`config.mk`:
```
export PLATFORM = sky130hd
export DESIGN_NAME = ack_retry_message_queue
export DESIGN_NICKNAME = d
export VERILOG_FILES = /design/src/hw/rtl/armq_pkg.sv /design/src/hw/rtl/ack_retry_message_queue.sv
export SDC_FILE = /design/constraint.sdc
export NUM_CORES = 2
export LEC_CHECK = 0
export ABC_AREA = 1
export BUFFER_PORTS_ARGS = -buffer_cell sky130_fd_sc_hd__buf_2
export CORE_MARGIN = 2
export CORE_UTILIZATION = 50
export DETAILED_ROUTE_END_ITERATION = 8
export PLACE_DENSITY = 0.68
export SKIP_LAST_GASP = 1
export SLEW_MARGIN = 20
export SYNTH_ARGS = -nofsm -noshare
export SYNTH_HDL_FRONTEND = slang
export SYNTH_SLANG_ARGS = --single-unit
```
`constraint.sdc`:
```
create_clock -name clk_i -period 12.1 [get_ports clk_i]
set_clock_uncertainty 0.1 [all_clocks]
set_input_delay 1.815 -clock clk_i [delete_from_list [all_inputs] [get_ports clk_i]]
set_output_delay 1.815 -clock clk_i [all_outputs]
set_load 0.005 [all_outputs]
```
`src/hw/rtl/armq_pkg.sv`:
```
// Package for the acknowledged-message retransmission queue.
// Holds field widths, item kind and result status codes, and the entry type.
// No dependencies.
package armq_pkg;

  localparam int unsigned QueueDepthDefault = 32;

  localparam int unsigned KindW    = 2;
  localparam int unsigned TypeW    = 8;
  localparam int unsigned ObjectW  = 16;
  localparam int unsigned AddressW = 32;
  localparam int unsigned TransW   = 16;
  localparam int unsigned PayloadW = 16;
  localparam int unsigned AgeW     = 4;
  localparam int unsigned StatusW  = 3;
  localparam int unsigned CfgW     = 4;
  localparam int unsigned CfgIdxW  = 1;

  localparam logic [AgeW-1:0] AgeMax          = 4'd15;
  localparam logic [CfgW-1:0] RetryFirstReset = 4'd2;
  localparam logic [CfgW-1:0] GiveUpReset     = 4'd6;

  typedef enum logic [KindW-1:0] {
    KIND_ENQ    = 2'd0,
    KIND_ACK    = 2'd1,
    KIND_TICK   = 2'd2,
    KIND_UNUSED = 2'd3
  } kind_e;

  typedef enum logic [StatusW-1:0] {
    ST_REPLACED    = 3'd0,
    ST_STORED      = 3'd1,
    ST_OVERWROTE   = 3'd2,
    ST_ACK_MATCH   = 3'd3,
    ST_ACK_NOMATCH = 3'd4,
    ST_RETRY       = 3'd5,
    ST_TICK_DONE   = 3'd6
  } status_e;

  typedef enum logic [CfgIdxW-1:0] {
    CFG_RETRY_FIRST = 1'd0,
    CFG_GIVE_UP     = 1'd1
  } cfg_idx_e;

  typedef enum logic [1:0] {
    FSM_IDLE   = 2'd0,
    FSM_SCAN   = 2'd1,
    FSM_FINISH = 2'd2
  } fsm_e;

  typedef struct packed {
    logic [TypeW-1:0]    msg_type;
    logic [ObjectW-1:0]  object;
    logic [AddressW-1:0] address;
    logic [TransW-1:0]   transaction;
    logic [PayloadW-1:0] payload;
    logic [AgeW-1:0]     age;
  } entry_t;

endpackage

```
`src/hw/rtl/ack_retry_message_queue.sv`:
```
// Top level of the acknowledged-message retransmission queue.
// Depends on armq_pkg for widths, codes and the entry type.
// Holds the entry memory, the live bits and the scan sequencer.

// Each accepted item walks the entry memory one slot per cycle through a single
// read port and one compare unit; an enqueue or an acknowledgement ends early
// at the first matching live entry, and a kind 3 item is dropped without
// raising busy. Results leave on result_valid_o for exactly one cycle each and
// cannot be held off: an enqueue or acknowledgement gives one result, a retry
// tick gives one retry result per resent entry in slot order and then a
// tick-done result, with last_o marking the final one. Reset needs no clearing
// pass; per-slot live bits cleared by reset mark the free slots. Configuration
// may be written only while busy is low.
module ack_retry_message_queue #(
  parameter int unsigned QUEUE_DEPTH = armq_pkg::QueueDepthDefault
) (
  input  logic                          clk_i,
  input  logic                          rst_ni,
  input  logic                          start,
  output logic                          busy,
  input  logic [armq_pkg::KindW-1:0]    kind_i,
  input  logic [armq_pkg::TypeW-1:0]    msg_type_i,
  input  logic [armq_pkg::ObjectW-1:0]  object_id_i,
  input  logic [armq_pkg::AddressW-1:0] dest_address_i,
  input  logic [armq_pkg::TransW-1:0]   transaction_i,
  input  logic [armq_pkg::PayloadW-1:0] payload_tag_i,
  input  logic                          cfg_we_i,
  input  logic [armq_pkg::CfgIdxW-1:0]  cfg_idx_i,
  input  logic [armq_pkg::CfgW-1:0]     cfg_data_i,
  output logic                          result_valid_o,
  output logic [armq_pkg::StatusW-1:0]  status_o,
  output logic [armq_pkg::TypeW-1:0]    out_type_o,
  output logic [armq_pkg::ObjectW-1:0]  out_object_o,
  output logic [armq_pkg::AddressW-1:0] out_address_o,
  output logic [armq_pkg::TransW-1:0]   out_transaction_o,
  output logic [armq_pkg::PayloadW-1:0] out_payload_o,
  output logic                          last_o
);
  import armq_pkg::*;

  localparam int unsigned IdxW = $clog2(QUEUE_DEPTH);
  localparam int unsigned CntW = $clog2(QUEUE_DEPTH + 1);
  localparam logic [CntW-1:0] CntEnd  = CntW'(QUEUE_DEPTH);
  localparam logic [IdxW-1:0] IdxLast = IdxW'(QUEUE_DEPTH - 1);

  entry_t mem [QUEUE_DEPTH];

  fsm_e                 state_q, state_d;
  kind_e                kind_q, kind_d;
  entry_t               in_q, in_d;
  logic [CntW-1:0]      idx_q, idx_d;
  logic                 ev_vld_q, ev_vld_d;
  logic [IdxW-1:0]      ev_idx_q;
  logic                 ev_live_q;
  entry_t               ev_data_q;
  logic                 free_found_q, free_found_d;
  logic [IdxW-1:0]      free_idx_q, free_idx_d;
  logic [QUEUE_DEPTH-1:0] live_q, live_d;
  logic [CfgW-1:0]      retry_first_q, retry_first_d;
  logic [CfgW-1:0]      give_up_q, give_up_d;
  logic                 res_valid_q, res_valid_d;
  status_e              res_status_q, res_status_d;
  entry_t               res_entry_q, res_entry_d;
  logic                 res_last_q, res_last_d;

  logic                 issue;
  logic                 mem_we;
  logic [IdxW-1:0]      mem_waddr;
  entry_t               mem_wdata;

  always_comb begin
    logic            ev_last;
    logic            stop;
    logic [AgeW-1:0] age_new;
    logic [IdxW-1:0] slot;
    logic            any_free;

    state_d       = state_q;
    kind_d        = kind_q;
    in_d          = in_q;
    idx_d         = idx_q;
    ev_vld_d      = 1'b0;
    free_found_d  = free_found_q;
    free_idx_d    = free_idx_q;
    live_d        = live_q;
    retry_first_d = retry_first_q;
    give_up_d     = give_up_q;
    res_valid_d   = 1'b0;
    res_status_d  = res_status_q;
    res_entry_d   = res_entry_q;
    res_last_d    = 1'b0;
    mem_we        = 1'b0;
    mem_waddr     = ev_idx_q;
    mem_wdata     = ev_data_q;
    issue         = 1'b0;
    stop          = 1'b0;
    ev_last       = ev_vld_q && (ev_idx_q == IdxLast);
    age_new       = (ev_data_q.age == AgeMax) ? ev_data_q.age : ev_data_q.age + 1'b1;
    slot          = '0;
    any_free      = 1'b0;

    if (cfg_we_i) begin
      unique case (cfg_idx_e'(cfg_idx_i))
        CFG_RETRY_FIRST: retry_first_d = cfg_data_i;
        CFG_GIVE_UP:     give_up_d = cfg_data_i;
        default: ;
      endcase
    end

    unique case (state_q)
      FSM_IDLE: begin
        if (start && (kind_i != KIND_UNUSED)) begin
          kind_d       = kind_e'(kind_i);
          in_d         = '{msg_type: msg_type_i, object: object_id_i,
                           address: dest_address_i, transaction: transaction_i,
                           payload: payload_tag_i, age: '0};
          idx_d        = '0;
          free_found_d = 1'b0;
          free_idx_d   = '0;
          state_d      = FSM_SCAN;
        end
      end
      FSM_SCAN: begin
        if (ev_vld_q) begin
          unique case (kind_q)
            KIND_ENQ: begin
              if (ev_live_q && (ev_data_q.msg_type == in_q.msg_type) &&
                  (ev_data_q.object == in_q.object) &&
                  (ev_data_q.address == in_q.address)) begin
                stop         = 1'b1;
                mem_we       = 1'b1;
                mem_wdata    = in_q;
                res_valid_d  = 1'b1;
                res_status_d = ST_REPLACED;
                res_entry_d  = '0;
                res_last_d   = 1'b1;
                state_d      = FSM_IDLE;
              end else begin
                if (!ev_live_q && !free_found_q) begin
                  free_found_d = 1'b1;
                  free_idx_d   = ev_idx_q;
                end
                if (ev_last) begin
                  any_free = free_found_q || !ev_live_q;
                  if (free_found_q) begin
                    slot = free_idx_q;
                  end else if (!ev_live_q) begin
                    slot = ev_idx_q;
                  end
                  mem_we       = 1'b1;
                  mem_waddr    = slot;
                  mem_wdata    = in_q;
                  live_d[slot] = (in_q.msg_type != '0);
                  res_valid_d  = 1'b1;
                  res_status_d = any_free ? ST_STORED : ST_OVERWROTE;
                  res_entry_d  = '0;
                  res_last_d   = 1'b1;
                  state_d      = FSM_IDLE;
                end
              end
            end
            KIND_ACK: begin
              if (ev_live_q && (ev_data_q.transaction == in_q.transaction)) begin
                stop             = 1'b1;
                live_d[ev_idx_q] = 1'b0;
                res_valid_d      = 1'b1;
                res_status_d     = ST_ACK_MATCH;
                res_entry_d      = '0;
                res_last_d       = 1'b1;
                state_d          = FSM_IDLE;
              end else if (ev_last) begin
                res_valid_d  = 1'b1;
                res_status_d = ST_ACK_NOMATCH;
                res_entry_d  = '0;
                res_last_d   = 1'b1;
                state_d      = FSM_IDLE;
              end
            end
            KIND_TICK: begin
              if (ev_live_q) begin
                mem_we        = 1'b1;
                mem_wdata.age = age_new;
                if ((age_new >= retry_first_q) && (age_new < give_up_q)) begin
                  res_valid_d     = 1'b1;
                  res_status_d    = ST_RETRY;
                  res_entry_d     = ev_data_q;
                  res_entry_d.age = '0;
                end else if (age_new >= give_up_q) begin
                  live_d[ev_idx_q] = 1'b0;
                end
              end
              if (ev_last) begin
                state_d = FSM_FINISH;
              end
            end
            default: ;
          endcase
        end
        if (!stop && (idx_q != CntEnd)) begin
          issue    = 1'b1;
          idx_d    = idx_q + 1'b1;
          ev_vld_d = 1'b1;
        end
      end
      FSM_FINISH: begin
        res_valid_d  = 1'b1;
        res_status_d = ST_TICK_DONE;
        res_entry_d  = '0;
        res_last_d   = 1'b1;
        state_d      = FSM_IDLE;
      end
      default: state_d = FSM_IDLE;
    endcase
  end

  always_ff @(posedge clk_i or negedge rst_ni) begin
    if (!rst_ni) begin
      state_q       <= FSM_IDLE;
      kind_q        <= KIND_ENQ;
      idx_q         <= '0;
      ev_vld_q      <= 1'b0;
      free_found_q  <= 1'b0;
      free_idx_q    <= '0;
      live_q        <= '0;
      retry_first_q <= RetryFirstReset;
      give_up_q     <= GiveUpReset;
      res_valid_q   <= 1'b0;
      res_last_q    <= 1'b0;
      res_status_q  <= ST_REPLACED;
    end else begin
      state_q       <= state_d;
      kind_q        <= kind_d;
      idx_q         <= idx_d;
      ev_vld_q      <= ev_vld_d;
      free_found_q  <= free_found_d;
      free_idx_q    <= free_idx_d;
      live_q        <= live_d;
      retry_first_q <= retry_first_d;
      give_up_q     <= give_up_d;
      res_valid_q   <= res_valid_d;
      res_last_q    <= res_last_d;
      res_status_q  <= res_status_d;
    end
  end

  always_ff @(posedge clk_i) begin
    in_q        <= in_d;
    res_entry_q <= res_entry_d;
    if (issue) begin
      ev_idx_q  <= idx_q[IdxW-1:0];
      ev_live_q <= live_q[idx_q[IdxW-1:0]];
      ev_data_q <= mem[idx_q[IdxW-1:0]];
    end
  end

  always_ff @(posedge clk_i) begin
    if (mem_we) begin
      mem[mem_waddr] <= mem_wdata;
    end
  end

  assign busy              = (state_q != FSM_IDLE);
  assign result_valid_o    = res_valid_q;
  assign status_o          = res_status_q;
  assign out_type_o        = res_entry_q.msg_type;
  assign out_object_o      = res_entry_q.object;
  assign out_address_o     = res_entry_q.address;
  assign out_transaction_o = res_entry_q.transaction;
  assign out_payload_o     = res_entry_q.payload;
  assign last_o            = res_last_q;

endmodule

```
# Yosys cells after proc, flatten, opt, wreduce, memory -nomap -nowiden
# Memory sizes are Yosys's and may differ from the RTL's. A register that Yosys moved wholly into a read port is not among the register bits.
# Cells that the tools add are included.
[op_classes] add_sub_neg=2 mul=0 div_mod_pow=0 order_cmp=8 eq_ne=30 n_shift=0 muxes=99 n_bitwise=3 n_reduce_logical=31
[op_table] operator="$mux 92" n=10
[op_table] operator="$pmux 92 s3" n=1
[op_table] operator="$mux 32" n=6
[op_table] operator="$pmux 92 s2" n=1
[op_table] operator="$pmux 32 s3" n=1
[op_table] operator="$mux 88" n=1
[op_table] operator="$mux 5" n=17
[op_table] operator="$and 32x32->32" n=1
[op_table] operator="$bwmux 32" n=1
[op_table] operator="$eq 16x16->1" n=2
[op_table] operator="$eq 32x32->1" n=1
[op_table] operator="$not 32->32" n=1
[op_table] operator="$mux 1" n=26
[op_table] operator="$ne 2x2->1 const B" n=12
[op_table] operator="$mux 3" n=7
[op_table] operator="$lt 5x6->1 const B" n=3
[op_table] operator="$mux 2" n=7
[op_table] operator="$mux 6" n=2
[op_table] operator="$pmux 1 s2" n=6
[op_table] operator="$pmux 6 s2" n=1
[op_table] operator="$logic_and 1x1->1" n=11
[op_table] operator="$demux 1 s5" n=2
[op_table] operator="$ge 5x1->1 const B" n=2
[op_table] operator="$pmux 5 s2" n=1
[op_table] operator="other kinds (36)" n=50
[totals] register_bits=248 latchBits=0 ram_bits=2944 romBits=0 in_bits=99 out_inout_bits=94 elab_cells=199 memories=1
[memory_table] memory="mem" words=32 width=92 rd=1 rd_ports_with_merged_regs=1 wr=1 line="ack_retry_message_queue.sv:46" source="entry_t mem [QUEUE_DEPTH];"

# Depth between registers and ports, before layout
[logic_depth] depth_word=16 ltp_mapped=17 depth_no_buf=17

# Least setup slack after synthesis
# No wires, ideal clock.
[synth_timing] path_kind="reg-to-reg" start="reg, netlist name ev_data_q[0]" end="reg res_status_q[0], in the netlist status_o[0]" setup_ps=110 arrival_time_ps=7269 t_required_ps=11890 setup_slack_ps=4621 stages_incl_launch_ff=16 n_path_buf=0 period_less_slack_ps=7479 path_cell_list="edfxtp_1 -> ha_1 -> nand2_1 -> nor2_1 -> nand2_1 -> o21a_1 -> ha_1 -> a21oi_1 -> nor2_1 -> nor3_1 -> nand2_1 -> nand2_1 -> nand3_1 -> a21oi_1 -> nand3_1 -> o21ai_0"
[synth_between] elab_chain_len=6 elab_cells_between_ends=8 cone_classes="add/sub: 1; order compare: 2; eq/ne: 2; mux: 1; reduce/logical: 2"
[synth_rtl] element="$add 4x1->4 / $eq 4x4->1 (equally long branches)" line="ack_retry_message_queue.sv:98" source="age_new = (ev_data_q.age == AgeMax) ? ev_data_q.age : ev_data_q.age + 1'b1;"
[synth_rtl] element="$mux 4 *" line="ack_retry_message_queue.sv:98"
[synth_rtl] element="$ge 4x4->1 / $lt 4x4->1 (equally long branches)" line="ack_retry_message_queue.sv:183" source="if ((age_new >= retry_first_q) && (age_new < give_up_q)) begin"
[synth_rtl] element="$logic_and 1x1->1 *" line="ack_retry_message_queue.sv:183"
[synth_rtl] element="$ne 3x3->1 (no line) *"
[synth_rtl] element="$reduce_and 7->1 (no line) *"
[synth_rtl] element="to (signal assigned)" line="ack_retry_message_queue.sv:242" source="res_status_q <= res_status_d;"
[synth_rtl] element="to (decl)" line="ack_retry_message_queue.sv:62" source="status_e res_status_q, res_status_d;"
# Every way passes the cells marked *; elsewhere a longest branch is shown, timed or not.
# A chain may end at the register's enable or synchronous reset.

# Final worst setup path
[layout_timing] start="reg state_q[1]" end="mem mem[23][62] (netlist bit) (enable)"
[layout_between] elab_chain_len=4 elab_cells_between_ends=5 cone_classes="eq/ne: 1; mux: 4"
[layout_rtl] element="from (decl)" line="ack_retry_message_queue.sv:48" source="fsm_e state_q, state_d;"
[layout_rtl] element="from (signal assigned)" line="ack_retry_message_queue.sv:231" source="state_q <= state_d;"
[layout_rtl] element="$eq 2x1->1 *" line="ack_retry_message_queue.sv:110" source="unique case (state_q)"
[layout_rtl] element="$mux 1" line="ack_retry_message_queue.sv:110"
[layout_rtl] element="$mux 1" line="ack_retry_message_queue.sv:257" source="if (mem_we) begin"
[layout_rtl] element="$mux 1 (not written as such)" line="ack_retry_message_queue.sv:258" source="mem[mem_waddr] <= mem_wdata;"
[layout_rtl] element="to (decl)" line="ack_retry_message_queue.sv:46"
# Marked as above.

==> metrics.csv <==
metric;value;unit
die_height;517;um
fin_nets;10400;
grt_busiest_layer;met2;
slew_viol_final;0;
async_reset_ff_share;1.89;%
ys_ff_latch;3280;
wire_per_inst;29.4;um
synth_most_common_cell;edfxtp_1;
peakVddDrop;182;uV
synth_area_leaders;edfxtp_1 73%, o21ai_0 6.1%, nor2_1 5.0%, o22ai_1 2.8%, nand2_1 2.8%;
cts.sinks;3280;
clk_latency;0.98;ns
drtPass1Iterations;8;
syn-num-nets;10400;
rows;188;
die_w;517;um
power;36.5;mW
grt_pass1_wl;591000;um
drive_gt1_share;9.87;%
io_buffers;192;
cp-end-kind;flip-flop;
initial_core_util;50.2;%
netlist_instances;10300;
cts_tree;done;
worst-path-max-fanout;44;
drc;0;
grt_setup_unrepaired;no;
postRouteWirelength;414000;um
place_area;136000;um^2
syn2layout_area_growth;12.0;%
synth_edf_count;3218;
worst_pin_slew;1.18;ns
period_needed;6.18;ns
final_area;147000;um^2
fmax;162;MHz
clk_pin_slew;0.06;ns
synth_ff_type;edfxtp_1;
clockBufferDepth;4;
synth_area_leader_cell;edfxtp_1;
ys_seq_area_share;74.7;%
synth_common_cells;3218 x edfxtp_1, 1746 x nor2_1, 1597 x o21ai_0, 968 x nand2_1, 581 x o22ai_1;
path_class;flip-flop to flip-flop;
grt_use_met2;46.8;%
via_count;90100;
required;12.56;ns
h-tree-depth;5;
relSlewSlack;21.1;%
cts_resized;0;
grt_max_degree;215;
synth_top_cell_area_share;73.5;%
use_met1;41.6;%
ant_nets;0;
syn_avg_cell_area;12.8;um^2
setup_viol;0;
dieArea;267000;um^2
grt_overflow;0;
hpwlAfterDp;221000;um
drt_iter0_markers;13900;
postCtsSetupRepairBufs;0;
yosys_warnings;0;
p_leak;48.3;nW
cts_root_buf;clkbuf_16;
grt_pass1_vias;84200;
synth_cell_types;53;
power_density;248;nW/um^2
crit_arrival;6.65;ns
hold_class;flip-flop to flip-flop;
syn_area;132000;um^2
core;262000;um^2
status;completed;
routed_via_density;6.39;
cts_hold_buf;0;
finalHoldViolations;0;
maxCapViolCount;0;
fin_tns_setup;0;ns
numCtsBuffers;344;
groute.usage.overall;30.4;%
use_met3;5.93;%
start_kind;flip-flop;
layout_worst_path_cycle_share;51.1;%
routabilityCongestion;0.934;
antenna_found_initial;33;
ios;193;
layout make-up:
class	count	area (um^2)
fill	20900	115000
multi-input combinational	6055	30000
sequential	3280	98200
tap	3515	4400
clock inverter	198	1920
antenna	18	45.0
clock buffer	403	8900
inverter	240	943
timing repair buffer	404	2850
cells by family (layout without fill, tap and decap cells):
| logic type | count (synthesis) | count (layout) | synth area share, % |
|---|---|---|---|
| flip-flops | 3280 | 3280 | 74.7 |
| AND/OR/NAND/NOR | 3172 | 3172 | 9.69 |
| AO/OA/AOI/OAI | 2850 | 2850 | 12.4 |
| buffers and inverters | 938 | 1245 | 2.93 |
| adder cells (fa/ha/maj) | 19 | 19 | 0.181 |
| XOR/XNOR | 14 | 14 | 0.0932 |
| other | 0 | 18 | 0 |
critical path: stages, from the launching register on:
cell,delay (ns)
dfrtp_1,0.43
inv_1,0.11
ha_1,0.48
nand2_2,0.27
nor2_4,0.12
buf_4,0.62
nand2_8,0.42
o21ai_4,0.30
nand3_4,0.28
nor2_4,0.96
buf_4,0.74
buf_4,0.77
path summary, 6_finish.rpt:
kind / end / slack, ns / from / depth (start not counted)
setup / recovery: mem[23][62]$_DFFE_PP_ / 5.92 / state_q[1]$_DFFE_PN0P_ / 11
hold / removal: live_q[6]$_DFFE_PN0P_ / 0.39 / live_q[6]$_DFFE_PN0P_ / 2
setup reg to reg: mem[23][62]$_DFFE_PP_ / 5.92 / state_q[1]$_DFFE_PN0P_ / 11
hold reg to reg: live_q[6]$_DFFE_PN0P_ / 0.39 / live_q[6]$_DFFE_PN0P_ / 2
max in group asynchronous: idx_q[4]$_DFFE_PN0P_ / 10.21 / rst_ni / 2
min in group asynchronous: live_q[9]$_DFFE_PN0P_ / 0.97 / rst_ni / 2
state kept, by name, indices dropped and copies added, names as in the netlist, 3 cells and up:
| register | count |
|---|---|
| free_idx_q | 5 |
| in_q | 88 |
| live_q | 32 |
| idx_q | 6 |
| mem | 2944 |
| status_o | 3 |
| out_type_o | 8 |
| out_payload_o | 16 |
| out_address_o | 32 |
| out_object_o | 16 |
| give_up_q | 4 |
| retry_first_q | 4 |
| ev_idx_q | 5 |
| ev_data_q | 92 |
| out_transaction_o | 16 |
stage by stage:
step | utilization (%) | setup slack [ns] | instances | hold WS, ns
CTS | 56.1 | 6.03 | 14100 | 0.399
detailed placement | 52.0 | 6.06 | 13500 | 0.385
finish | 56.2 | 5.92 | 14100 | 0.391
global placement | 52.0 | 6.13 | 13500 | 0.377
floorplan | - | 4.62 | 10300 | 0.323
global route | 56.2 | 5.81 | 14100 | 0.426
layer usage:
metal	vias to the layer above	wire length, um
li1	38200	-
met1	44900	155000
met2	5996	190000
met3	1024	47600
met4	18	22400
met5	-	123
power by group:
part	leakage [nW]	internal [mW]	switching, mW	total [mW]
registers	29.9	14.9	0.545	15.5
logic	13.2	2.53	8.19	10.7
clock network	5.32	6.03	4.30	10.3
cell usage in the layout (no fill, tap or decap), types with 39 or more instances in the layout:
cell type	netlist	routed
o211ai_1	96	96
clkinv_2	0	70
nand2_1	968	957
clkbuf_1	493	54
a21oi_1	139	138
buf_4	6	187
o21ai_1	102	76
o21ai_0	1597	1597
nor2_4	3	39
nor3_1	41	41
clkbuf_16	0	346
a22o_1	49	49
o22ai_1	581	581
nor2_1	1746	1710
dfrtp_1	59	55
inv_1	222	221
edfxtp_1	3218	3218
buf_2	154	192
o221ai_1	178	178
nand4_1	45	45
a31oi_1	52	52
nand3_1	321	321
clkinv_1	2	68
Power figures use the tool's default switching activity.
